<file path="config.mk">
export PLATFORM = sky130hd
export DESIGN_NAME = minmax_column_decimator
export DESIGN_NICKNAME = d
export VERILOG_FILES = /design/src/design/mcd_pkg.sv /design/src/design/mcd_front.sv /design/src/design/mcd_job_fifo.sv /design/src/design/mcd_back.sv /design/src/design/minmax_column_decimator.sv
export SDC_FILE = /design/constraint.sdc
export NUM_CORES = 2
export LEC_CHECK = 0
export ABC_AREA = 1
export BUFFER_PORTS_ARGS = -buffer_cell sky130_fd_sc_hd__buf_2
export CAP_MARGIN = 20
export CORE_MARGIN = 2
export CORE_UTILIZATION = 48
export DETAILED_ROUTE_END_ITERATION = 7
export PLACE_DENSITY = 0.75
export SLEW_MARGIN = 10
export SYNTH_ARGS = -nofsm -noshare
export SYNTH_HDL_FRONTEND = slang
export SYNTH_HIERARCHICAL = 1
export SYNTH_SLANG_ARGS = --single-unit
</file>
<file path="constraint.sdc">
create_clock -name i_clk -period 7.15 [get_ports i_clk]
set_input_delay 1.43 -clock i_clk [delete_from_list [all_inputs] [get_ports i_clk]]
set_output_delay 1.43 -clock i_clk [all_outputs]
set_load 0.01 [all_outputs]
</file>
<file path="src/design/mcd_pkg.sv">
`timescale 1ns / 1ps
// ----------------------------------------------------------------------------
// mcd_pkg
// Shared types, field widths, register indexes and reset values for the
// min/max column decimator.
// ----------------------------------------------------------------------------
package mcd_pkg;

    localparam int DEF_MAX_POINTS  = 16384;
    localparam int DEF_MAX_COLUMNS = 1024;

    localparam int NP_W       = 15;
    localparam int DC_W       = 10;
    localparam int PH_W       = 8;
    localparam int VS_W       = 8;
    localparam int SAMPLE_W   = 8;
    localparam int COLUMN_W   = 10;
    localparam int ROW_W      = 8;
    localparam int CFG_DATA_W = 15;
    localparam int CFG_IDX_W  = 2;

    // Depth of the job queue between front and back.
    localparam int JOB_DEPTH = 2;

    localparam logic [NP_W-1:0] NUM_POINTS_RST    = 15'd1024;
    localparam logic [DC_W-1:0] DRAWN_COLUMNS_RST = 10'd278;
    localparam logic [PH_W-1:0] PANEL_HEIGHT_RST  = 8'd18;
    localparam logic [VS_W-1:0] VALUE_SPAN_RST    = 8'd255;

    localparam logic [SAMPLE_W-1:0] RUN_MIN_RST = 8'd255;
    localparam logic [SAMPLE_W-1:0] RUN_MAX_RST = 8'd0;

    typedef enum logic [CFG_IDX_W-1:0] {
        CFG_NUM_POINTS    = 2'd0,
        CFG_DRAWN_COLUMNS = 2'd1,
        CFG_PANEL_HEIGHT  = 2'd2,
        CFG_VALUE_SPAN    = 2'd3
    } t_cfg_index;

    typedef struct packed {
        logic [NP_W-1:0] num_points;
        logic [DC_W-1:0] drawn_columns;
        logic [PH_W-1:0] panel_height;
        logic [VS_W-1:0] value_span;
    } t_cfg;

    typedef struct packed {
        logic [SAMPLE_W-1:0] sample;
        logic                record_start;
    } t_in_word;

    typedef struct packed {
        logic [COLUMN_W-1:0] column;
        logic [ROW_W-1:0]    row_from_min;
        logic [ROW_W-1:0]    row_from_max;
        logic                last_column;
        logic                config_error;
    } t_out_word;

    // One classified result waiting for row scaling.
    typedef struct packed {
        logic                is_error;
        logic [COLUMN_W-1:0] column;
        logic                last_column;
        logic [SAMPLE_W-1:0] vmin;
        logic [SAMPLE_W-1:0] vmax;
    } t_job;

endpackage

</file>
<file path="src/design/mcd_front.sv">
`timescale 1ns / 1ps
// ----------------------------------------------------------------------------
// mcd_front
// Accepts samples, tracks the record position and the running min/max, and
// decides when an interval closes. Closed intervals and configuration errors
// are pushed as jobs into the queue.
// ----------------------------------------------------------------------------
module mcd_front #(
    parameter int MAX_POINTS  = mcd_pkg::DEF_MAX_POINTS,
    parameter int MAX_COLUMNS = mcd_pkg::DEF_MAX_COLUMNS
) (
    input  logic             i_clk,
    input  logic             i_rst_n,
    input  mcd_pkg::t_cfg    i_cfg,
    input  logic             i_valid,
    output logic             o_ready,
    input  mcd_pkg::t_in_word i_in,
    output logic             o_push,
    output mcd_pkg::t_job    o_job,
    input  logic             i_full
);
    import mcd_pkg::*;

    localparam int SW = $clog2(MAX_POINTS);
    localparam int LW = SW + 1;
    localparam int CW = $clog2(MAX_COLUMNS);
    localparam int NW = CW + 1;
    localparam int PW = LW + NW;
    localparam int KW = PW + 2;

    localparam logic [SW-1:0] SI_MAX   = SW'(MAX_POINTS - 1);
    localparam logic [LW-1:0] LEN_MAX  = LW'(MAX_POINTS);
    localparam logic [CW-1:0] COLS_MAX = CW'(MAX_COLUMNS - 1);

    typedef enum logic [2:0] {
        F_IDLE = 3'b001,
        F_MUL  = 3'b010,
        F_DEC  = 3'b100
    } t_fstate;

    t_fstate             r_state, n_state;
    logic [SW-1:0]       r_si, n_si;
    logic [CW-1:0]       r_col, n_col;
    logic [SAMPLE_W-1:0] r_min, n_min;
    logic [SAMPLE_W-1:0] r_max, n_max;
    logic [SAMPLE_W-1:0] r_sample, n_sample;
    logic [PW-1:0]       r_prod_a, n_prod_a;
    logic [PW-1:0]       r_prod_b, n_prod_b;

    logic [LW-1:0]       len;
    logic [CW-1:0]       cols;
    logic [NW-1:0]       n_cnt;
    logic [NW-1:0]       col_p1;
    logic [LW-1:0]       si_p2;
    logic [KW-1:0]       lhs;
    logic [KW-1:0]       rhs;
    logic                err_cfg;
    logic                need_push;
    logic [SAMPLE_W-1:0] v_min;
    logic [SAMPLE_W-1:0] v_max;
    logic [CW-1:0]       upd_col;
    logic [SAMPLE_W-1:0] upd_min;
    logic [SAMPLE_W-1:0] upd_max;
    t_job                job;

    always_comb begin
        if (32'(i_cfg.num_points) > 32'(MAX_POINTS)) begin
            len = LEN_MAX;
        end else begin
            len = LW'(i_cfg.num_points);
        end
        if (32'(i_cfg.drawn_columns) > 32'(MAX_COLUMNS - 1)) begin
            cols = COLS_MAX;
        end else begin
            cols = CW'(i_cfg.drawn_columns);
        end
    end

    assign n_cnt   = {1'b0, cols} + NW'(1);
    assign col_p1  = {1'b0, r_col} + NW'(1);
    assign si_p2   = {1'b0, r_si} + LW'(2);
    assign err_cfg = (32'(len) <= 32'(cols));

    // Interval closes when 2*(col+1)*num + n < 2*(si+2)*n, with n = drawn columns + 1.
    assign lhs = KW'({r_prod_a, 1'b0}) + KW'(n_cnt);
    assign rhs = KW'({r_prod_b, 1'b0});

    assign o_ready = (r_state == F_IDLE);

    always_comb begin
        n_state   = r_state;
        n_si      = r_si;
        n_col     = r_col;
        n_min     = r_min;
        n_max     = r_max;
        n_sample  = r_sample;
        n_prod_a  = r_prod_a;
        n_prod_b  = r_prod_b;
        need_push = 1'b0;
        job       = '0;
        v_min     = (r_sample < r_min) ? r_sample : r_min;
        v_max     = (r_sample > r_max) ? r_sample : r_max;
        upd_col   = r_col;
        upd_min   = r_min;
        upd_max   = r_max;
        o_push    = 1'b0;

        if (err_cfg) begin
            if (r_si == '0) begin
                need_push    = 1'b1;
                job.is_error = 1'b1;
            end
        end else if (32'(r_col) < 32'(cols)) begin
            if (lhs < rhs) begin
                need_push       = 1'b1;
                job.column      = COLUMN_W'(r_col);
                job.last_column = (col_p1 == {1'b0, cols});
                job.vmin        = v_min;
                job.vmax        = v_max;
                upd_col         = CW'(col_p1);
                upd_min         = RUN_MIN_RST;
                upd_max         = RUN_MAX_RST;
            end else begin
                upd_min = v_min;
                upd_max = v_max;
            end
        end

        case (r_state)
            F_IDLE: begin
                if (i_valid) begin
                    n_state  = F_MUL;
                    n_sample = i_in.sample;
                    if (i_in.record_start) begin
                        n_si  = '0;
                        n_col = '0;
                        n_min = RUN_MIN_RST;
                        n_max = RUN_MAX_RST;
                    end
                end
            end
            F_MUL: begin
                n_prod_a = PW'(col_p1) * PW'(len);
                n_prod_b = PW'(si_p2) * PW'(n_cnt);
                n_state  = F_DEC;
            end
            F_DEC: begin
                // State commits only once the job, if any, has a slot.
                if (!(need_push && i_full)) begin
                    o_push  = need_push;
                    n_col   = upd_col;
                    n_min   = upd_min;
                    n_max   = upd_max;
                    n_si    = (r_si < SI_MAX) ? (r_si + SW'(1)) : r_si;
                    n_state = F_IDLE;
                end
            end
            default: begin
                n_state = F_IDLE;
            end
        endcase
    end

    assign o_job = job;

    always_ff @(posedge i_clk) begin
        if (!i_rst_n) begin
            r_state <= F_IDLE;
            r_si    <= '0;
            r_col   <= '0;
            r_min   <= RUN_MIN_RST;
            r_max   <= RUN_MAX_RST;
        end else begin
            r_state <= n_state;
            r_si    <= n_si;
            r_col   <= n_col;
            r_min   <= n_min;
            r_max   <= n_max;
        end
    end

    always_ff @(posedge i_clk) begin
        r_sample <= n_sample;
        r_prod_a <= n_prod_a;
        r_prod_b <= n_prod_b;
    end

endmodule

</file>
<file path="src/design/mcd_job_fifo.sv">
`timescale 1ns / 1ps
// ----------------------------------------------------------------------------
// mcd_job_fifo
// Short queue of classified jobs between the front and the back.
// ----------------------------------------------------------------------------
module mcd_job_fifo (
    input  logic          i_clk,
    input  logic          i_rst_n,
    input  logic          i_push,
    input  mcd_pkg::t_job i_job,
    output logic          o_full,
    input  logic          i_pop,
    output logic          o_empty,
    output mcd_pkg::t_job o_job
);
    import mcd_pkg::*;

    localparam int PTR_W = (JOB_DEPTH > 1) ? $clog2(JOB_DEPTH) : 1;
    localparam int CNT_W = $clog2(JOB_DEPTH + 1);
    localparam logic [PTR_W-1:0] PTR_LAST = PTR_W'(JOB_DEPTH - 1);

    t_job             r_mem [JOB_DEPTH];
    logic [PTR_W-1:0] r_wr_ptr, n_wr_ptr;
    logic [PTR_W-1:0] r_rd_ptr, n_rd_ptr;
    logic [CNT_W-1:0] r_count, n_count;
    logic             do_push;
    logic             do_pop;

    assign o_full  = (r_count == CNT_W'(JOB_DEPTH));
    assign o_empty = (r_count == '0);
    assign do_push = i_push && !o_full;
    assign do_pop  = i_pop && !o_empty;
    assign o_job   = r_mem[r_rd_ptr];

    always_comb begin
        n_wr_ptr = r_wr_ptr;
        n_rd_ptr = r_rd_ptr;
        n_count  = r_count;
        if (do_push) begin
            n_wr_ptr = (r_wr_ptr == PTR_LAST) ? '0 : (r_wr_ptr + PTR_W'(1));
        end
        if (do_pop) begin
            n_rd_ptr = (r_rd_ptr == PTR_LAST) ? '0 : (r_rd_ptr + PTR_W'(1));
        end
        if (do_push && !do_pop) begin
            n_count = r_count + CNT_W'(1);
        end else if (do_pop && !do_push) begin
            n_count = r_count - CNT_W'(1);
        end
    end

    always_ff @(posedge i_clk) begin
        if (!i_rst_n) begin
            r_wr_ptr <= '0;
            r_rd_ptr <= '0;
            r_count  <= '0;
        end else begin
            r_wr_ptr <= n_wr_ptr;
            r_rd_ptr <= n_rd_ptr;
            r_count  <= n_count;
        end
    end

    always_ff @(posedge i_clk) begin
        if (do_push) begin
            r_mem[r_wr_ptr] <= i_job;
        end
    end

endmodule

</file>
<file path="src/design/mcd_back.sv">
`timescale 1ns / 1ps
// ----------------------------------------------------------------------------
// mcd_back
// Scales the min and max of each column job to screen rows with one shared
// restoring divider and holds the finished word in the output register.
// ----------------------------------------------------------------------------
module mcd_back (
    input  logic               i_clk,
    input  logic               i_rst_n,
    input  mcd_pkg::t_cfg      i_cfg,
    input  logic               i_empty,
    output logic               o_pop,
    input  mcd_pkg::t_job      i_job,
    output logic               o_valid,
    input  logic               i_ready,
    output mcd_pkg::t_out_word o_out
);
    import mcd_pkg::*;

    localparam int NUM_W = 2 * SAMPLE_W + 1;
    localparam int DEN_W = VS_W + 1;

    typedef enum logic [4:0] {
        B_IDLE = 5'b00001,
        B_PREP = 5'b00010,
        B_SAT  = 5'b00100,
        B_DIV  = 5'b01000,
        B_OUT  = 5'b10000
    } t_bstate;

    t_bstate          r_state, n_state;
    logic             r_out_valid, n_out_valid;
    t_out_word        r_out, n_out;
    t_job             r_job, n_job;
    logic             r_sel_max, n_sel_max;
    logic [NUM_W-1:0] r_num, n_num;
    logic [NUM_W-1:0] r_hd, n_hd;
    logic [DEN_W-1:0] r_den, n_den;
    logic [NUM_W-1:0] r_rem, n_rem;
    logic [ROW_W-1:0] r_quo, n_quo;
    logic [2:0]       r_step, n_step;
    logic             r_sat, n_sat;
    logic [ROW_W-1:0] r_row_min, n_row_min;
    logic [ROW_W-1:0] r_row_max, n_row_max;

    logic [VS_W-1:0]         span;
    logic [DEN_W-1:0]        den_c;
    logic [SAMPLE_W-1:0]     v_sel;
    logic [2*SAMPLE_W-1:0]   vh;
    logic [NUM_W-1:0]        trial;
    logic [ROW_W-1:0]        quo_c;
    logic [ROW_W-1:0]        row_c;

    assign span  = (i_cfg.value_span == '0) ? VS_W'(1) : i_cfg.value_span;
    assign den_c = {span, 1'b0};
    assign v_sel = r_sel_max ? r_job.vmax : r_job.vmin;
    assign vh    = (2*SAMPLE_W)'(v_sel) * (2*SAMPLE_W)'(i_cfg.panel_height);
    assign trial = NUM_W'(r_den) << r_step;

    always_comb begin
        quo_c = r_quo;
        if (r_rem >= trial) begin
            quo_c[r_step] = 1'b1;
        end
        // A quotient at or above the height saturates the row to the top.
        row_c = r_sat ? '0 : (i_cfg.panel_height - quo_c);
    end

    assign o_valid = r_out_valid;
    assign o_out   = r_out;

    always_comb begin
        n_state     = r_state;
        n_out_valid = r_out_valid;
        n_out       = r_out;
        n_job       = r_job;
        n_sel_max   = r_sel_max;
        n_num       = r_num;
        n_hd        = r_hd;
        n_den       = r_den;
        n_rem       = r_rem;
        n_quo       = r_quo;
        n_step      = r_step;
        n_sat       = r_sat;
        n_row_min   = r_row_min;
        n_row_max   = r_row_max;
        o_pop       = 1'b0;

        if (r_out_valid && i_ready) begin
            n_out_valid = 1'b0;
        end

        case (r_state)
            B_IDLE: begin
                if (!i_empty) begin
                    o_pop     = 1'b1;
                    n_job     = i_job;
                    n_sel_max = 1'b0;
                    n_state   = i_job.is_error ? B_OUT : B_PREP;
                end
            end
            B_PREP: begin
                n_num   = {vh, 1'b0} + NUM_W'(span);
                n_den   = den_c;
                n_hd    = NUM_W'(i_cfg.panel_height) * NUM_W'(den_c);
                n_state = B_SAT;
            end
            B_SAT: begin
                n_sat   = (r_num >= r_hd);
                n_rem   = r_num;
                n_quo   = '0;
                n_step  = 3'd7;
                n_state = B_DIV;
            end
            B_DIV: begin
                if (r_rem >= trial) begin
                    n_rem = r_rem - trial;
                end
                n_quo = quo_c;
                if (r_step == 3'd0) begin
                    if (r_sel_max) begin
                        n_row_max = row_c;
                        n_state   = B_OUT;
                    end else begin
                        n_row_min = row_c;
                        n_sel_max = 1'b1;
                        n_state   = B_PREP;
                    end
                end else begin
                    n_step = r_step - 3'd1;
                end
            end
            B_OUT: begin
                if (!r_out_valid || i_ready) begin
                    n_out_valid = 1'b1;
                    if (r_job.is_error) begin
                        n_out              = '0;
                        n_out.config_error = 1'b1;
                    end else begin
                        n_out.column       = r_job.column;
                        n_out.row_from_min = r_row_min;
                        n_out.row_from_max = r_row_max;
                        n_out.last_column  = r_job.last_column;
                        n_out.config_error = 1'b0;
                    end
                    n_state = B_IDLE;
                end
            end
            default: begin
                n_state = B_IDLE;
            end
        endcase
    end

    always_ff @(posedge i_clk) begin
        if (!i_rst_n) begin
            r_state     <= B_IDLE;
            r_out_valid <= 1'b0;
        end else begin
            r_state     <= n_state;
            r_out_valid <= n_out_valid;
        end
    end

    always_ff @(posedge i_clk) begin
        r_out     <= n_out;
        r_job     <= n_job;
        r_sel_max <= n_sel_max;
        r_num     <= n_num;
        r_hd      <= n_hd;
        r_den     <= n_den;
        r_rem     <= n_rem;
        r_quo     <= n_quo;
        r_step    <= n_step;
        r_sat     <= n_sat;
        r_row_min <= n_row_min;
        r_row_max <= n_row_max;
    end

endmodule

</file>
<file path="src/design/minmax_column_decimator.sv">
`timescale 1ns / 1ps
// The front end takes each sample word through accept, boundary multiply and compare
// and accepts no new word until it is done with the last one.
// The back end handles a column word as pop, two row scalings and output; when columns
// close faster than the back end drains them, the queue fills and the input stalls.
// Reset (synchronous, active low) restores register defaults and starts a new record.
// ----------------------------------------------------------------------------
// minmax_column_decimator
// Min/max peak-detect decimation of a sample record into display columns.
// ----------------------------------------------------------------------------
module minmax_column_decimator #(
    parameter int MAX_POINTS  = mcd_pkg::DEF_MAX_POINTS,
    parameter int MAX_COLUMNS = mcd_pkg::DEF_MAX_COLUMNS
) (
    input  logic                              i_clk,
    input  logic                              i_rst_n,
    input  logic                              i_cfg_we,
    input  logic [mcd_pkg::CFG_IDX_W-1:0]     i_cfg_index,
    input  logic [mcd_pkg::CFG_DATA_W-1:0]    i_cfg_data,
    input  logic                              i_valid,
    output logic                              o_ready,
    input  mcd_pkg::t_in_word                 i_in,
    output logic                              o_valid,
    input  logic                              i_ready,
    output mcd_pkg::t_out_word                o_out
);
    import mcd_pkg::*;

    t_cfg r_cfg;
    logic fifo_push;
    logic fifo_full;
    logic fifo_pop;
    logic fifo_empty;
    t_job push_job;
    t_job pop_job;

    always_ff @(posedge i_clk) begin
        if (!i_rst_n) begin
            r_cfg.num_points    <= NUM_POINTS_RST;
            r_cfg.drawn_columns <= DRAWN_COLUMNS_RST;
            r_cfg.panel_height  <= PANEL_HEIGHT_RST;
            r_cfg.value_span    <= VALUE_SPAN_RST;
        end else if (i_cfg_we) begin
            case (t_cfg_index'(i_cfg_index))
                CFG_NUM_POINTS:    r_cfg.num_points    <= i_cfg_data[NP_W-1:0];
                CFG_DRAWN_COLUMNS: r_cfg.drawn_columns <= i_cfg_data[DC_W-1:0];
                CFG_PANEL_HEIGHT:  r_cfg.panel_height  <= i_cfg_data[PH_W-1:0];
                CFG_VALUE_SPAN:    r_cfg.value_span    <= i_cfg_data[VS_W-1:0];
                default: begin
                end
            endcase
        end
    end

    mcd_front #(
        .MAX_POINTS  (MAX_POINTS),
        .MAX_COLUMNS (MAX_COLUMNS)
    ) u_front (
        .i_clk   (i_clk),
        .i_rst_n (i_rst_n),
        .i_cfg   (r_cfg),
        .i_valid (i_valid),
        .o_ready (o_ready),
        .i_in    (i_in),
        .o_push  (fifo_push),
        .o_job   (push_job),
        .i_full  (fifo_full)
    );

    mcd_job_fifo u_fifo (
        .i_clk   (i_clk),
        .i_rst_n (i_rst_n),
        .i_push  (fifo_push),
        .i_job   (push_job),
        .o_full  (fifo_full),
        .i_pop   (fifo_pop),
        .o_empty (fifo_empty),
        .o_job   (pop_job)
    );

    mcd_back u_back (
        .i_clk   (i_clk),
        .i_rst_n (i_rst_n),
        .i_cfg   (r_cfg),
        .i_empty (fifo_empty),
        .o_pop   (fifo_pop),
        .i_job   (pop_job),
        .o_valid (o_valid),
        .i_ready (i_ready),
        .o_out   (o_out)
    );

endmodule
</file>
# Yosys cells after proc, flatten, opt, wreduce, memory -nomap -nowiden

Memories as Yosys holds them, arrays and structs flattened. A register that Yosys moved wholly into a read port is not among the register bits.
Cells that the tools add are included.

Output and inout port bits: 30
Input bits: 31
Logic and storage cells: 210
Memories kept: 1
Register bits after elaboration: 297
Memory bits (writable): 56

Muxes and demuxes: 76
Multiply operators: 4
Add/subtract/negate cells: 13
Bitwise gates (word level): 3
Reductions and logical operators: 39
Order comparisons: 11
Shift operators: 1
Equality and inequality tests: 25

Memory list:

| name         | depth | bits a word | read ports | clocked after memory_dff | wr ports | line               | source |
|---|---|---|---|---|---|---|---|
| u_fifo.r_mem | 2     | 28          | 1          | 1                        | 1        | mcd_job_fifo.sv:22 | `t_job r_mem [JOB_DEPTH];` |

Operator list:

| operator                                                         | number |
|---|---|
| 8-bit two-way mux                                                | 18 |
| 27-bit two-way mux                                               | 3 |
| 10-bit two-way mux                                               | 6 |
| 14-bit two-way mux                                               | 4 |
| 8-bit case mux with 2 select lines                               | 3 |
| 17-bit >= comparator                                             | 2 |
| 17-bit case mux with 2 select lines                              | 1 |
| 8-bit by 8-bit multiplier with 16-bit output                     | 2 |
| 27-bit by 11-bit adder with 28-bit output                        | 1 |
| 28-bit by 27-bit less-than comparator with 1-bit output          | 1 |
| 14-bit case mux with 2 select lines                              | 1 |
| 11-bit by 15-bit multiplier with 26-bit output                   | 1 |
| 15-bit by 11-bit multiplier with 26-bit output                   | 1 |
| 5-bit two-way mux                                                | 5 |
| 5-bit case mux with 5 select lines                               | 1 |
| 10-bit by 1-bit adder with 11-bit output (second input constant) | 2 |
| 1-bit two-way mux                                                | 22 |
| 10-bit case mux with 2 select lines                              | 1 |
| 2-bit AND reduction                                              | 10 |
| 17-bit by 8-bit adder with 17-bit output                         | 1 |
| 17-bit two-way mux                                               | 1 |
| 9-bit by 3-bit << shifter with 17-bit output                     | 1 |
| 17-bit subtractor                                                | 1 |
| 14-bit by 2-bit adder with 15-bit output (second input constant) | 1 |
| other kinds (48)                                                 | 82 |

# Longest topological paths before layout

Word-level depth: 14
Mapped depth: 40
Gate-level depth less buffers: 39

# By module

The synthesis kept the hierarchy.

By module, submodules not included:

| module                  | sequential area each (µm²) | area each (µm²) | times used | cells each |
|---|---|---|---|---|
| mcd_front               | 2662.6                     | 17631.9         | 1          | 2309 |
| mcd_back                | 4354.2                     | 11815.1         | 1          | 1334 |
| mcd_job_fifo            | 1781.7                     | 2368.5          | 1          | 125 |
| minmax_column_decimator | 820.8                      | 1666.6          | 1          | 241 |

# Worst setup path before layout

OpenSTA, ideal clock, no wires.

Kind: register to register
Start point: register r_cfg[16] (netlist name)
End point: register u_front.r_prod_b[20] (data pin)
Period minus slack after synthesis: 6.567 ns
Slack: 0.583 ns
Required time: 6.885 ns
Buffers on the path: 1
Library setup time: 0.265 ns
Data arrival time: 6.302 ns
Stages on the path, launching flop included: 28
Cells stage by stage: dfxtp_1 buf_2 clkinv_1 nor3_1 nand2_1 nor3_1 inv_1 nor2_1 nand3_1 xor2_1 clkinv_1 nand2_1 fa_1 fa_1 inv_1 fa_1 inv_1 fa_1 inv_1 fa_1 ha_1 nand2_1 inv_1 a21boi_0 o21ai_0 a21oi_1 o21ai_0 xor2_1

Cells in the longest elaborated chain, start to end: 2

RTL lines:

| what                                           | line                          | source |
|---|---|---|
| from (decl)                                    | minmax_column_decimator.sv:29 | `t_cfg r_cfg;` |
| 10-bit by 1-bit adder with 11-bit output       | mcd_front.sv:79               | `assign n_cnt = {1'b0, cols} + NW'(1);` |
| 15-bit by 11-bit multiplier with 26-bit output | mcd_front.sv:144              | `n_prod_b = PW'(si_p2) * PW'(n_cnt);` |
| to (signal assigned)                           | mcd_front.sv:185              | `r_prod_b <= n_prod_b;` |
| to (decl)                                      | mcd_front.sv:48               | `logic [PW-1:0] r_prod_b, n_prod_b;` |

No other way between the ends.
A chain may end at the register's enable or synchronous reset.

# Worst setup path in the final report

Start point: register u_front.r_si[2]
End point: register u_front.r_prod_b[25] (data pin)

Cells in the longest elaborated chain, start to end: 2

RTL lines:

| what                                           | line             | source |
|---|---|---|
| from (decl)                                    | mcd_front.sv:42  | `logic [SW-1:0] r_si, n_si;` |
| from (signal assigned)                         | mcd_front.sv:175 | `r_si <= n_si;` |
| 14-bit by 2-bit adder with 15-bit output       | mcd_front.sv:81  | `assign si_p2 = {1'b0, r_si} + LW'(2);` |
| 15-bit by 11-bit multiplier with 26-bit output | mcd_front.sv:144 |  |

No other way between the ends.

==> metrics.txt <==
gpl congestion=0.9505; cell taking the most area after synthesis=edfxtp_1; Seq/Total Area, Yosys=28.73%; max-slew violation count=0; WS Path Type=reg2reg; Worst Path Buf+Inv=7; first-pass GRT wire length=131.2 mm; CTS Buf Count=39; Synth top area share=23.05%; cell with the most instances after synthesis=nand2_1; Met2 Wirelength=38.78 mm; CP max stage delay=0.53 ns; hold_ws=0.4823 ns; Starting Density=48.65%; status=finished with violations; antenna violations before repair=5; Max Fclk=149.6 MHz; drt pass-1 iters=8; layout cells sized above 1=6.784%; Most used DFF post-synth=edfxtp_1; worst hold path class=reg2reg; Starting DRT DRC Count=2,045; hold depth=2; vias in the first global route=25,840; Final Hold Viols=0; HPWL after DPL=63.84 mm; Setup Skew=0.02673 ns; DR top layer=met5; reg2reg start=u_front/r_si[2]; Clk pin slew, worst setup/hold paths=0.06 ns; Post-Syn Nets=4,671; Mapped Cells=4,009; Vias per Instance=5.246; Post-synth EDFFs=257; Worst Max-Slew Pin Slew=1.053 ns; crit path time final=6.682 ns; Fill cells=6,263; Synth area leaders=edfxtp_1 (23%), fa_1 (18%), ha_1 (12%); Overall Power=9.718 mW; startpoint types=flip-flop; Setup Fix Bufs, Post-CTS=0; Top delay family on crit path=adder cells; Worst Path Required=7.47 ns; Avg WL per Cell=16.00 um; reg-to-reg endpoint=u_front/r_prod_b[25]; GRT Total Usage=22.84%; core area=0.06883 sq mm; Root Buffer Master=clkbuf_16; post-route DRC violation count=1; nets=4,729; power per cell area=268.5 mW/mm^2; Reg2Reg Depth=29; die footprint=0.07188 sq mm; num ports=61; Worst-Skew Late Latency=0.59 ns; chip height=268.1 um; Tcrit/Tclk final=93.46%; num rows=96; Mapped Avg Cell Area=8.352 sq um; Hold Path End=u_front/r_max[5]; total grt overflow=0; asr flop ratio synth=0%; vias=26,400; cell mode on critical path=inv_1; worst vdd ir=0.2055 mV; synth cell count leaders=nand2_1 (799), inv_1 (791), nor2_1 (521); Max FO, Critical Path=8; number of max-cap violations=0; Setup violations, final=0; routed wl met3=5.187 mm; largest net degree at the start of global routing=88; DRT met1 WL=33.50 mm; P&R area growth vs syn=8.076%; die width=268.1 um; relative slew slack=29.77%; TritonCTS Sinks=352; CTS Buffer Depth=3; Distinct cells, synth=67; Yosys warnings=6; Lkg Pwr=17.96 nW; DRT Wirelength=80.49 mm; violations in the final reports=design-rule violations; HP Start=u_front/r_max[5]; CTS tree=done; number of H-tree levels=2; r2r setup slk=0.47 ns; Setup crit end kind=flip-flop; Worst path slowest cell=fa_1; PortBufs=60; Worst Path Arrival=7.00 ns; mapped cell area=0.03348 sq mm; FF+latch count, synth=352; Final ANT Viol Nets=0
-- routing by layer --
layer,vias up,GRT usage (%)
met5,-,0
met4,8,8.018
met3,205,3.555
met2,887,38.94
met1,12600,29.53
li1,12700,-
-- cells in the final DEF (no fill, tap or decap), drive strengths merged, types with 2 or more instances in the layout --
master,synthesis,routed
nand2,816,816
edfxtp,257,257
fa,307,307
nand4,44,44
o211ai,15,15
bufinv,0,2
clkbuf,61,49
a21oi,177,177
o21bai,7,7
or2,14,14
o211a,2,2
clkinv,15,29
clkinvlp,0,4
o221ai,2,2
nor3b,2,2
a21boi,8,8
dfxtp,95,95
diode,0,3
nor3,29,29
nor2,528,528
nand3b,2,2
a31o,2,2
o21ai,130,130
o21a,7,7
o31ai,4,4
nand3,128,128
a31oi,14,14
and2,4,4
mux2i,7,7
buf,29,107
a21o,11,11
inv,801,804
mux2,28,28
xnor2,37,37
xor2,80,80
nor4,14,14
ha,324,324
-- where the power goes --
group	total (mW)	switching, mW	internal, mW	leakage, nW
registers	2.65	0.120	2.53	3.15
clock network	1.96	0.858	1.10	0.602
logic	5.10	3.27	1.84	14.2
total	9.72	4.24	5.47	18.0
-- kinds of logic after synthesis --
family / count (synthesis) / share of synthesized area (%)
muxes: 35 / 1.375
adders and majority gates: 631 / 30.46
and+or+nand+nor: 1583 / 19.52
DFF: 352 / 28.73
xor gates and xnor gates: 117 / 3.061
buffers and inverters: 906 / 10.44
AOI/OAI and AO/OA: 385 / 6.405
-- worst min-delay path, cell delays in order, from the launching register on --
cell and delay [ns]:
dfxtp_1 0.31, nand2_1 0.07, a21oi_1 0.06
-- metrics by stage --
| stage | setup TNS, ns | instance area, sq um | util, % | instances | worst slack, ns |
|---|---|---|---|---|---|
| 2_1_floorplan | 0 | 33480 | - | 4009 | 0.5828 |
| 3_3_place_gp | 0 | 34880 | 50.68 | 4955 | 0.5053 |
| 3_5_place_dp | 0 | 34890 | 50.69 | 4956 | 0.2624 |
| 4_1_cts | 0 | 36140 | 52.51 | 5028 | 0.2252 |
| 5_1_grt | -0.01581 | 36180 | 52.57 | 5029 | -0.01581 |
| 6_report | 0 | 36190 | 52.58 | 5032 | 0.4677 |
-- sequential cells by signal, indices dropped and copies added, names as in the netlist, 10 cells and up, named ones only --
name              flops
u_fifo/r_mem         56
r_cfg                41
u_back/o_out         28
u_back/r_job         28
u_front/r_prod_a     26
u_front/r_prod_b     26
u_back/r_num         17
u_back/r_hd          16
u_back/r_rem         16
u_front/r_si         14
u_front/r_col        10
-- worst max path at each step --
stage | start | endpoint | slack [ns] | cells after the start
5_1_grt | u_front/r_si[2] | u_front/r_prod_b[25] | -0.02 | 29
4_1_cts | u_front/r_si[2] | u_front/r_prod_b[25] | 0.23 | 29
3_3_place_gp | u_front/r_si[2] | u_front/r_prod_b[25] | 0.51 | 29
6_report | u_front/r_si[2] | u_front/r_prod_b[25] | 0.47 | 29
2_1_floorplan | r_cfg[16] | u_front/r_prod_b[20] | 0.58 | 27
3_5_place_dp | u_front/r_si[2] | u_front/r_prod_b[25] | 0.26 | 29
-- what timing repair did --
action | CTS | global route
hold buffers | 0 | 0
hold endpoints to repair | 0 | 0
gates resized for setup | 0 | 7
setup endpoints to repair | 0 | 4
-- final cells by class --
cell class / count / area, sq um / share of cell area [%]
multi-input cells: 2751 / 20410 / 56.40
flip-flops and latches: 352 / 9619 / 26.58
inverters: 816 / 3065 / 8.471
well taps: 931 / 1165 / 3.219
clock buffers: 49 / 1013 / 2.801
repair buffers: 107 / 663.1 / 1.833
clock inverters: 23 / 244.0 / 0.6742
diodes: 3 / 7.507 / 0.02075
No activity file was read; power rests on OpenSTA's default activity.
